File: config.mk
export PLATFORM = sky130hd
export DESIGN_NAME = pid_controller_position_delta_unit
export DESIGN_NICKNAME = d
export VERILOG_FILES = /design/src/rtl/pidpd_pkg.sv /design/src/rtl/pidpd_front.sv /design/src/rtl/pidpd_queue.sv /design/src/rtl/pidpd_back.sv /design/src/rtl/pid_controller_position_delta_unit.sv
export VERILOG_INCLUDE_DIRS = /design/src /design/src/rtl
export SDC_FILE = /design/constraint.sdc
export NUM_CORES = 2
export LEC_CHECK = 0
export ABC_AREA = 0
export BUFFER_PORTS_ARGS = -buffer_cell sky130_fd_sc_hd__clkbuf_2
export CAP_MARGIN = 0
export CORE_ASPECT_RATIO = 0.9
export CORE_MARGIN = 10
export CORE_UTILIZATION = 55
export CTS_BUF_LIST = sky130_fd_sc_hd__clkbuf_8
export CTS_CLUSTER_DIAMETER = 60
export CTS_CLUSTER_SIZE = 28
export DETAILED_ROUTE_END_ITERATION = 6
export GPL_TIMING_DRIVEN = 0
export PLACE_DENSITY_LB_ADDON = 0.08
export SLEW_MARGIN = 20
export SYNTH_ARGS = -nofsm -noshare
export SYNTH_HDL_FRONTEND = slang
export SYNTH_HIERARCHICAL = 1
export SYNTH_SLANG_ARGS = --single-unit
File: constraint.sdc
create_clock -name clk -period 21.7 [get_ports clk]
set_input_delay 4.34 -clock clk [delete_from_list [all_inputs] [get_ports clk]]
set_output_delay 4.34 -clock clk [all_outputs]
set_load 0.05 [all_outputs]
File: src/rtl/assert_macros.svh
// assertion macros shared by the pid delta unit modules
// expects clk and rst_n (async, active low) in the module that uses them
`ifndef ASSERT_MACROS_SVH
`define ASSERT_MACROS_SVH

// same-cycle implication, checked out of reset
`define PIDPD_ASSERT_IMP(label, ante, cons, msg) \
    label: assert property (@(posedge clk) disable iff (!rst_n) (ante) |-> (cons)) \
        else $error(msg);

// next-cycle implication, checked out of reset
`define PIDPD_ASSERT_NXT(label, ante, cons, msg) \
    label: assert property (@(posedge clk) disable iff (!rst_n) (ante) |=> (cons)) \
        else $error(msg);

`endif

File: src/rtl/pidpd_pkg.sv
// types, widths and codes of the pid position/delta unit
// no dependencies; imported by every module of the block
`timescale 1ns / 1ps

package pidpd_pkg;

    // sample and gain format
    localparam int DATA_WIDTH     = 16;
    localparam int GAIN_FRAC_BITS = 8;
    localparam int GAIN_W         = 16;
    localparam int LIMIT_W        = DATA_WIDTH - 1;

    // error and operand widths
    localparam int ERR_W = DATA_WIDTH + 1;
    localparam int OPP_W = ERR_W + 1;
    localparam int OPD_W = ERR_W + 2;

    // product widths and rounded term widths
    localparam int PROD_P_W = GAIN_W + OPP_W;
    localparam int PROD_I_W = GAIN_W + ERR_W;
    localparam int PROD_D_W = GAIN_W + OPD_W;
    localparam int TERM_P_W = PROD_P_W - GAIN_FRAC_BITS;
    localparam int TERM_I_W = PROD_I_W - GAIN_FRAC_BITS;
    localparam int TERM_D_W = PROD_D_W - GAIN_FRAC_BITS;
    localparam int SUM_W    = TERM_D_W + 3;
    localparam int ROUND_HALF = (GAIN_FRAC_BITS > 0) ? (1 << (GAIN_FRAC_BITS - 1)) : 0;

    // configuration port
    localparam int CFG_INDEX_W = 3;
    localparam int CFG_DATA_W  = 16;

    // queue between front and back
    localparam int QUEUE_DEPTH = 2;
    localparam int QPTR_W      = $clog2(QUEUE_DEPTH);
    localparam int QCNT_W      = $clog2(QUEUE_DEPTH + 1);

    typedef enum logic [CFG_INDEX_W-1:0] {
        CFG_MODE_SELECT    = 3'd0,
        CFG_GAIN_P         = 3'd1,
        CFG_GAIN_I         = 3'd2,
        CFG_GAIN_D         = 3'd3,
        CFG_OUTPUT_LIMIT   = 3'd4,
        CFG_INTEGRAL_BOUND = 3'd5,
        CFG_ERROR_CEILING  = 3'd6,
        CFG_DEAD_ZONE      = 3'd7
    } pidpd_cfg_index_t;

    typedef enum logic [1:0] {
        SUP_NONE     = 2'd0,
        SUP_CEILING  = 2'd1,
        SUP_DEADZONE = 2'd2
    } pidpd_sup_t;

    localparam logic MODE_POSITIONAL  = 1'b0;
    localparam logic MODE_INCREMENTAL = 1'b1;

    typedef struct packed {
        logic                      mode_select;
        logic signed [GAIN_W-1:0]  gain_p;
        logic signed [GAIN_W-1:0]  gain_i;
        logic signed [GAIN_W-1:0]  gain_d;
        logic [LIMIT_W-1:0]        output_limit;
        logic [LIMIT_W-1:0]        integral_bound;
        logic [DATA_WIDTH-1:0]     error_ceiling;
        logic [DATA_WIDTH-1:0]     dead_zone;
    } pidpd_cfg_t;

    typedef struct packed {
        logic signed [DATA_WIDTH-1:0] measured;
        logic signed [DATA_WIDTH-1:0] setpoint;
    } pidpd_sample_t;

    typedef struct packed {
        logic signed [DATA_WIDTH-1:0] drive;
        pidpd_sup_t                   suppressed;
    } pidpd_result_t;

    // classified sample handed from front to back
    typedef struct packed {
        pidpd_sup_t              sup;
        logic signed [OPP_W-1:0] op_p;
        logic signed [ERR_W-1:0] op_i;
        logic signed [OPD_W-1:0] op_d;
    } pidpd_job_t;

    // symmetric clamp of a wide sum to +-bound
    function automatic logic signed [DATA_WIDTH-1:0] clamp_sym(
        input logic signed [SUM_W-1:0] value,
        input logic [LIMIT_W-1:0]      bound
    );
        logic signed [SUM_W-1:0] hi;
        logic signed [SUM_W-1:0] lo;
        hi = SUM_W'(signed'({1'b0, bound}));
        lo = -hi;
        if (value > hi)
        begin
            return hi[DATA_WIDTH-1:0];
        end
        else if (value < lo)
        begin
            return lo[DATA_WIDTH-1:0];
        end
        return value[DATA_WIDTH-1:0];
    endfunction

endpackage

File: src/rtl/pidpd_front.sv
// front end: forms the error, classifies suppression, keeps error history
// depends on pidpd_pkg and assert_macros.svh
`timescale 1ns / 1ps
`include "assert_macros.svh"

module pidpd_front (
    input  logic                   clk,
    input  logic                   rst_n,
    input  pidpd_pkg::pidpd_cfg_t  cfg,
    input  logic                   sample_valid,
    input  pidpd_pkg::pidpd_sample_t sample,
    output logic                   sample_ready,
    input  logic                   q_full,
    output logic                   push,
    output pidpd_pkg::pidpd_job_t  push_job
);
    import pidpd_pkg::*;

    logic signed [ERR_W-1:0] err_prev_reg;
    logic signed [ERR_W-1:0] err_prev_next;
    logic signed [ERR_W-1:0] err_prev2_reg;
    logic signed [ERR_W-1:0] err_prev2_next;
    logic signed [ERR_W-1:0] err;
    logic [ERR_W-1:0]        mag;
    logic signed [OPP_W-1:0] diff1;
    logic signed [OPD_W-1:0] diff2;
    pidpd_sup_t              sup_code;
    logic                    sample_accept;

    // error and its magnitude
    assign err = ERR_W'(sample.setpoint) - ERR_W'(sample.measured);
    assign mag = err[ERR_W-1] ? ERR_W'(-err) : ERR_W'(err);

    // ceiling is checked before the dead zone
    always_comb
    begin
        priority if ((cfg.error_ceiling != '0) && (mag > ERR_W'(cfg.error_ceiling)))
        begin
            sup_code = SUP_CEILING;
        end
        else if ((cfg.dead_zone != '0) && (mag < ERR_W'(cfg.dead_zone)))
        begin
            sup_code = SUP_DEADZONE;
        end
        else
        begin
            sup_code = SUP_NONE;
        end
    end

    // first and second differences against history
    assign diff1 = OPP_W'(err) - OPP_W'(err_prev_reg);
    assign diff2 = OPD_W'(err) - (OPD_W'(err_prev_reg) <<< 1) + OPD_W'(err_prev2_reg);

    // multiplier operands chosen by mode
    always_comb
    begin
        push_job.sup  = sup_code;
        push_job.op_i = err;
        if (cfg.mode_select == MODE_INCREMENTAL)
        begin
            push_job.op_p = diff1;
            push_job.op_d = diff2;
        end
        else
        begin
            push_job.op_p = OPP_W'(err);
            push_job.op_d = OPD_W'(diff1);
        end
    end

    // handshake into the queue
    assign sample_ready  = !q_full;
    assign sample_accept = sample_valid && sample_ready;
    assign push          = sample_accept;

    // history moves only on computed samples
    always_comb
    begin
        err_prev_next  = err_prev_reg;
        err_prev2_next = err_prev2_reg;
        if (sample_accept && (sup_code == SUP_NONE))
        begin
            err_prev_next  = err;
            err_prev2_next = err_prev_reg;
        end
    end

    always_ff @(posedge clk or negedge rst_n)
    begin
        if (!rst_n)
        begin
            err_prev_reg  <= '0;
            err_prev2_reg <= '0;
        end
        else
        begin
            err_prev_reg  <= err_prev_next;
            err_prev2_reg <= err_prev2_next;
        end
    end

    `PIDPD_ASSERT_NXT(a_hist_hold_on_suppress,
        sample_accept && (sup_code != SUP_NONE),
        $stable(err_prev_reg) && $stable(err_prev2_reg),
        "error history changed on a suppressed request")

endmodule

File: src/rtl/pidpd_queue.sv
// short queue of classified samples between front and back
// depends on pidpd_pkg and assert_macros.svh
`timescale 1ns / 1ps
`include "assert_macros.svh"

module pidpd_queue (
    input  logic                  clk,
    input  logic                  rst_n,
    input  logic                  push,
    input  pidpd_pkg::pidpd_job_t push_job,
    output logic                  full,
    input  logic                  pop,
    output logic                  not_empty,
    output pidpd_pkg::pidpd_job_t pop_job
);
    import pidpd_pkg::*;

    pidpd_job_t        slot_reg [QUEUE_DEPTH];
    logic [QPTR_W-1:0] wr_ptr_reg;
    logic [QPTR_W-1:0] wr_ptr_next;
    logic [QPTR_W-1:0] rd_ptr_reg;
    logic [QPTR_W-1:0] rd_ptr_next;
    logic [QCNT_W-1:0] count_reg;
    logic [QCNT_W-1:0] count_next;

    assign full      = (count_reg == QCNT_W'(QUEUE_DEPTH));
    assign not_empty = (count_reg != '0);
    assign pop_job   = slot_reg[rd_ptr_reg];

    // pointer and fill count update
    always_comb
    begin
        wr_ptr_next = wr_ptr_reg;
        rd_ptr_next = rd_ptr_reg;
        count_next  = count_reg;
        if (push)
        begin
            wr_ptr_next = (wr_ptr_reg == QPTR_W'(QUEUE_DEPTH - 1)) ? '0 : wr_ptr_reg + 1'b1;
        end
        if (pop)
        begin
            rd_ptr_next = (rd_ptr_reg == QPTR_W'(QUEUE_DEPTH - 1)) ? '0 : rd_ptr_reg + 1'b1;
        end
        unique case ({push, pop})
            2'b10:   count_next = count_reg + 1'b1;
            2'b01:   count_next = count_reg - 1'b1;
            default: count_next = count_reg;
        endcase
    end

    always_ff @(posedge clk or negedge rst_n)
    begin
        if (!rst_n)
        begin
            wr_ptr_reg <= '0;
            rd_ptr_reg <= '0;
            count_reg  <= '0;
        end
        else
        begin
            wr_ptr_reg <= wr_ptr_next;
            rd_ptr_reg <= rd_ptr_next;
            count_reg  <= count_next;
        end
    end

    // slot storage, no reset
    always_ff @(posedge clk)
    begin
        if (push)
        begin
            slot_reg[wr_ptr_reg] <= push_job;
        end
    end

    `PIDPD_ASSERT_IMP(a_q_no_underflow, pop, count_reg != '0,
        "queue popped while empty")
    `PIDPD_ASSERT_IMP(a_q_no_overflow, push && !pop,
        count_reg != QCNT_W'(QUEUE_DEPTH), "queue pushed while full")

endmodule

File: src/rtl/pidpd_back.sv
// back end: gain products, integral and drive accumulation, result register
// depends on pidpd_pkg and assert_macros.svh
`timescale 1ns / 1ps
`include "assert_macros.svh"

module pidpd_back (
    input  logic                     clk,
    input  logic                     rst_n,
    input  pidpd_pkg::pidpd_cfg_t    cfg,
    input  logic                     job_valid,
    input  pidpd_pkg::pidpd_job_t    job,
    output logic                     job_pop,
    output logic                     result_valid,
    input  logic                     result_ready,
    output pidpd_pkg::pidpd_result_t result
);
    import pidpd_pkg::*;

    // product stage
    logic                        s1_valid_reg;
    logic                        s1_valid_next;
    pidpd_sup_t                  s1_sup_reg;
    logic signed [TERM_P_W-1:0]  term_p_reg;
    logic signed [TERM_I_W-1:0]  term_i_reg;
    logic signed [TERM_D_W-1:0]  term_d_reg;
    logic signed [PROD_P_W-1:0]  prod_p;
    logic signed [PROD_I_W-1:0]  prod_i;
    logic signed [PROD_D_W-1:0]  prod_d;
    logic signed [PROD_P_W-1:0]  rnd_p;
    logic signed [PROD_I_W-1:0]  rnd_i;
    logic signed [PROD_D_W-1:0]  rnd_d;

    // accumulation stage and state
    logic                          result_valid_reg;
    logic                          result_valid_next;
    pidpd_result_t                 result_reg;
    pidpd_result_t                 result_next;
    logic signed [DATA_WIDTH-1:0]  integral_sum_reg;
    logic signed [DATA_WIDTH-1:0]  integral_sum_next;
    logic signed [DATA_WIDTH-1:0]  prev_drive_reg;
    logic signed [DATA_WIDTH-1:0]  prev_drive_next;
    logic signed [SUM_W-1:0]       integ_raw;
    logic signed [DATA_WIDTH-1:0]  integ_new;
    logic signed [SUM_W-1:0]       drive_raw;
    logic signed [DATA_WIDTH-1:0]  drive_new;

    logic out_adv;
    logic s1_adv;
    logic s1_open;

    // pipeline flow control
    assign out_adv = !result_valid_reg || result_ready;
    assign s1_adv  = s1_valid_reg && out_adv;
    assign s1_open = !s1_valid_reg || out_adv;
    assign job_pop = job_valid && s1_open;

    assign s1_valid_next     = s1_open ? job_valid : s1_valid_reg;
    assign result_valid_next = out_adv ? s1_valid_reg : result_valid_reg;

    // gain products with round half up
    assign prod_p = cfg.gain_p * job.op_p;
    assign prod_i = cfg.gain_i * job.op_i;
    assign prod_d = cfg.gain_d * job.op_d;
    assign rnd_p  = prod_p + PROD_P_W'(ROUND_HALF);
    assign rnd_i  = prod_i + PROD_I_W'(ROUND_HALF);
    assign rnd_d  = prod_d + PROD_D_W'(ROUND_HALF);

    always_ff @(posedge clk)
    begin
        if (job_pop)
        begin
            s1_sup_reg <= job.sup;
            term_p_reg <= rnd_p[PROD_P_W-1:GAIN_FRAC_BITS];
            term_i_reg <= rnd_i[PROD_I_W-1:GAIN_FRAC_BITS];
            term_d_reg <= rnd_d[PROD_D_W-1:GAIN_FRAC_BITS];
        end
    end

    // integral and drive sums, mode picks the running bases
    always_comb
    begin
        if (cfg.mode_select == MODE_INCREMENTAL)
        begin
            integ_raw = SUM_W'(term_i_reg);
        end
        else
        begin
            integ_raw = SUM_W'(integral_sum_reg) + SUM_W'(term_i_reg);
        end
        integ_new = clamp_sym(integ_raw, cfg.integral_bound);
        drive_raw = SUM_W'(term_p_reg) + SUM_W'(integ_new) + SUM_W'(term_d_reg);
        if (cfg.mode_select == MODE_INCREMENTAL)
        begin
            drive_raw = drive_raw + SUM_W'(prev_drive_reg);
        end
        drive_new = clamp_sym(drive_raw, cfg.output_limit);
    end

    // result and state update
    always_comb
    begin
        result_next       = result_reg;
        integral_sum_next = integral_sum_reg;
        prev_drive_next   = prev_drive_reg;
        if (s1_adv)
        begin
            result_next.suppressed = s1_sup_reg;
            if (s1_sup_reg == SUP_NONE)
            begin
                result_next.drive = drive_new;
                integral_sum_next = integ_new;
                if (cfg.mode_select == MODE_INCREMENTAL)
                begin
                    prev_drive_next = drive_new;
                end
            end
            else
            begin
                result_next.drive = '0;
            end
        end
    end

    always_ff @(posedge clk or negedge rst_n)
    begin
        if (!rst_n)
        begin
            s1_valid_reg     <= 1'b0;
            result_valid_reg <= 1'b0;
            integral_sum_reg <= '0;
            prev_drive_reg   <= '0;
        end
        else
        begin
            s1_valid_reg     <= s1_valid_next;
            result_valid_reg <= result_valid_next;
            integral_sum_reg <= integral_sum_next;
            prev_drive_reg   <= prev_drive_next;
        end
    end

    always_ff @(posedge clk)
    begin
        result_reg <= result_next;
    end

    assign result_valid = result_valid_reg;
    assign result       = result_reg;

    `PIDPD_ASSERT_IMP(a_suppressed_drive_zero,
        result_valid_reg && (result_reg.suppressed != SUP_NONE),
        result_reg.drive == '0, "suppressed result carries a nonzero drive")
    `PIDPD_ASSERT_NXT(a_positional_keeps_prev_drive,
        s1_adv && (cfg.mode_select == MODE_POSITIONAL),
        $stable(prev_drive_reg), "previous drive changed in positional mode")

endmodule

File: src/rtl/pid_controller_position_delta_unit.sv
// top level of the pid position/delta unit: register file, front, queue, back
// depends on pidpd_pkg, pidpd_front, pidpd_queue, pidpd_back
//
//  port group       | handshake                   | contents
//  -----------------+-----------------------------+------------------------------
//  sample           | sample_valid / sample_ready | measured, setpoint
//  result           | result_valid / result_ready | drive, suppressed
//  cfg              | cfg_we (no wait)            | cfg_index, cfg_data
//
// one request per cycle sustained while result_ready is high; a request is
// registered in the queue slot at its accepting edge, then in the product stage
// (three gain multipliers), then the accumulate stage; async active-low reset
// clears history, integral, previous drive and valid flags and sets registers
// to defaults; a stalled result holds the back end; the two-slot queue keeps
// the front taking requests until it fills, then sample_ready drops
`timescale 1ns / 1ps

module pid_controller_position_delta_unit (
    input  logic                                clk,
    input  logic                                rst_n,
    input  logic                                cfg_we,
    input  logic [pidpd_pkg::CFG_INDEX_W-1:0]   cfg_index,
    input  logic [pidpd_pkg::CFG_DATA_W-1:0]    cfg_data,
    input  logic                                sample_valid,
    output logic                                sample_ready,
    input  pidpd_pkg::pidpd_sample_t            sample,
    output logic                                result_valid,
    input  logic                                result_ready,
    output pidpd_pkg::pidpd_result_t            result
);
    import pidpd_pkg::*;

    pidpd_cfg_t cfg_reg;
    pidpd_cfg_t cfg_next;
    logic       push;
    pidpd_job_t push_job;
    logic       q_full;
    logic       pop;
    logic       q_not_empty;
    pidpd_job_t pop_job;

    // register writes, values masked to register widths
    always_comb
    begin
        cfg_next = cfg_reg;
        if (cfg_we)
        begin
            unique case (pidpd_cfg_index_t'(cfg_index))
                CFG_MODE_SELECT:    cfg_next.mode_select    = cfg_data[0];
                CFG_GAIN_P:         cfg_next.gain_p         = cfg_data[GAIN_W-1:0];
                CFG_GAIN_I:         cfg_next.gain_i         = cfg_data[GAIN_W-1:0];
                CFG_GAIN_D:         cfg_next.gain_d         = cfg_data[GAIN_W-1:0];
                CFG_OUTPUT_LIMIT:   cfg_next.output_limit   = cfg_data[LIMIT_W-1:0];
                CFG_INTEGRAL_BOUND: cfg_next.integral_bound = cfg_data[LIMIT_W-1:0];
                CFG_ERROR_CEILING:  cfg_next.error_ceiling  = cfg_data[DATA_WIDTH-1:0];
                CFG_DEAD_ZONE:      cfg_next.dead_zone      = cfg_data[DATA_WIDTH-1:0];
                default:            cfg_next = cfg_reg;
            endcase
        end
    end

    always_ff @(posedge clk or negedge rst_n)
    begin
        if (!rst_n)
        begin
            cfg_reg.mode_select    <= MODE_POSITIONAL;
            cfg_reg.gain_p         <= '0;
            cfg_reg.gain_i         <= '0;
            cfg_reg.gain_d         <= '0;
            cfg_reg.output_limit   <= '1;
            cfg_reg.integral_bound <= '1;
            cfg_reg.error_ceiling  <= '0;
            cfg_reg.dead_zone      <= '0;
        end
        else
        begin
            cfg_reg <= cfg_next;
        end
    end

    // classify and track error history
    pidpd_front u_front (
        .clk          (clk),
        .rst_n        (rst_n),
        .cfg          (cfg_reg),
        .sample_valid (sample_valid),
        .sample       (sample),
        .sample_ready (sample_ready),
        .q_full       (q_full),
        .push         (push),
        .push_job     (push_job)
    );

    // decoupling queue
    pidpd_queue u_queue (
        .clk       (clk),
        .rst_n     (rst_n),
        .push      (push),
        .push_job  (push_job),
        .full      (q_full),
        .pop       (pop),
        .not_empty (q_not_empty),
        .pop_job   (pop_job)
    );

    // products, accumulation, result register
    pidpd_back u_back (
        .clk          (clk),
        .rst_n        (rst_n),
        .cfg          (cfg_reg),
        .job_valid    (q_not_empty),
        .job          (pop_job),
        .job_pop      (pop),
        .result_valid (result_valid),
        .result_ready (result_ready),
        .result       (result)
    );

endmodule

==> impl_metrics.toml <==
[status]
outcome = "finished clean"

[routing]
drc = 0
vias_per_cell = 5.605
dr.pass1.iters = 6
wire_per_inst_um = 21.18
vias = 42930
drt.antenna.violating_nets = 0
drt_iter0_markers = 2938
finalWirelength_mm = 162.2

[placed_design]
pre_cts_slack_ps = 4607
placed_cells = 7569
dp_hpwl_mm = 132.6
place_congestion = 0.9619
portBuffers = 71

[finish]
layout.cells.non_filler = 7659
largest_register_ffs = 112
finalNetCount = 7625
syn2layout_area_growth_pct = 6.185
drive_above_1_share_pct = 8.257

[sta]
finalHoldViolCount = 0
whs_ps = 517.4
tightest_slew_ps = 1113
fin_crit_ps = 17610
tns_ps = 0
fmax_mhz = 56.80
rsz0062_at_grt = "no"
finalMaxSlewViolations = 0
setup_viol = 0
fin_crit_sh_pct = 81.14
skew_ps = 72.90
max_slew_margin_pct = 25.82
fin_ws_ps = 4093

[clock_tree]
cts_root_buffer = "clkbuf_8"
cts.sinks = 393
cts_hold_repair.buffers = 0
cts_made_buffers = 44
clkTransAtPathRegs_ps = 120
cts_setup_buffers = 0
clkLatencyLatePin_ps = 750
post_cts_resized = 0
clock_path_buffers = 3
cts_tree = "done"
htreeDepth = 2

[global_routing]
grt-ovfl-total = 0
grt_antenna_before_repair = 7
grt_usage_pct = 27.08
grt_pass1_vias = 44580
grt_pass1_wl_mm = 256.8
grt_start_max_net_pins = 78

[yosys]
synth-seq-cells = 393
synth.distinct_cells = 128
yosysTopAreaCell = "fa_1"
async_reset_ff_share_pct = 46.56
synth_flop_cell = "edfxtp_1"
syn_inst = 6038
synth_area_um2 = 59170
syn_nets = 7498
synth_seq_area_share_pct = 18.46
synth_top_area_share_pct = 31.09
synth_edf_count = 210
syn_avg_cell_area_um2 = 9.799
yosysMostFrequentCell = "inv_1"
synthTopCellsByCount = "inv_1, fa_1, nand2_1, ha_1, and2_1"
yosys-top-cells-area = "fa_1, edfxtp_1, ha_1"
yosys_warnings = 6

[setup_path]
path_max_fanout = 10
timing.reg2reg.setup_slack_ps = 4090
critPathSlowestCell = "clkbuf_1"
cpMostUsedCell = "clkbuf_1"
reg2reg_to = "u_back/result[12]"
crit_path_end_kind = "register"
worstSetupPathType = "register to register"
startpoint_type = "register"
slowest_delay_ps = 890
rr_startpoint = "cfg_reg[110]"
crit_required_ps = 22110
worstRegToRegCells = 49
arrival_ps = 18020

[floorplanning]
die-area_um2 = 121100
die_w_um = 365.7
pin_count = 76
start_util_pct = 55.23
core_um2 = 107100
rows = 114
fp.dieH_um = 331.2

[job]
max_cap_violations = 0

[hold_path]
hold_path_depth = 1
hold_start = "cfg_reg[65]"
min_to = "cfg_reg[65]"
hold_path.class = "register to register"
[final cells by class]
| class | instances | area, um2 |
|---|---|---|
| diodes | 8 | 20.02 |
| plain buffers | 219 | 1067 |
| clock buffers | 47 | 646.9 |
| clock inverters | 35 | 528.0 |
| fillers | 9455 | 44290 |
| inverters | 1115 | 4185 |
| multi-input cells | 4311 | 43020 |
| flip-flops and latches | 393 | 10920 |
| well taps | 1450 | 1814 |
| repair buffers | 81 | 619.3 |
[worst max-delay path, delay by kind of cell (launching register included)]
| kind | cells | cell delay (ps) |
|---|---|---|
| buffers and inverters | 12 | 6080 |
| AOI/OAI and AO/OA | 19 | 5730 |
| and+or+nand+nor | 11 | 2390 |
| adders and majority gates | 5 | 1940 |
| DFF | 1 | 810 |
| xor gates and xnor gates | 2 | 260 |
[cell families (layout without fill, tap and decap cells)]
kind of cell | Yosys count | in the layout | share of synthesized area (%)
and+or+nand+nor | 1657 | 1657 | 13.93
adders and majority gates | 1405 | 1405 | 41.37
buffers and inverters | 1334 | 1497 | 8.878
AOI/OAI and AO/OA | 766 | 766 | 8.801
DFF | 393 | 393 | 18.46
muxes | 259 | 259 | 5.219
xor gates and xnor gates | 224 | 224 | 3.341
other | 0 | 8 | 0
[routing by layer]
layer  part of all wire (%)  vias to the layer above  global-route usage [%]
met4                    2.8                        2                   7.367
met3                    7.7                      216                   5.002
li1                       -                    19690                       -
met5                 0.0043                        -                       0
met1                     46                    21580                   38.65
met2                     44                     1440                   42.32
[worst max-delay path by stage]
stage            startpoint              endpoint  slack [ps]
3_5_place_dp   cfg_reg[110]     u_back/result[12]        4610
2_1_floorplan  result_ready  u_queue/count_reg[1]        9970
4_1_cts        cfg_reg[110]     u_back/result[12]        4470
3_3_place_gp   cfg_reg[110]     u_back/result[12]        4350
6_report       cfg_reg[110]     u_back/result[12]        4090
5_1_grt        cfg_reg[110]     u_back/result[12]        3250
[through the flow]
step	cell area, um2	util, %
CTS	62810	58.63
detailed placement	61630	57.54
finish	62830	58.65
global route	62810	58.63
global placement	61340	57.26
floorplan	59170	-
[placed cells by master, fill, tap and decap left out, types with 136 or more instances in the layout]
| master | count |
|---|---|
| clkbuf_1 | 172 |
| xnor2_1 | 160 |
| nor2_1 | 219 |
| dfrtp_1 | 153 |
| nand2_1 | 672 |
| inv_1 | 1110 |
| a21oi_1 | 196 |
| edfxtp_1 | 210 |
| mux2_2 | 136 |
| fa_1 | 919 |
| and2_1 | 319 |
| ha_1 | 485 |
Power is not shown: default switching activity piles up to over one toggle a cycle in this logic, so the estimate is an artifact.
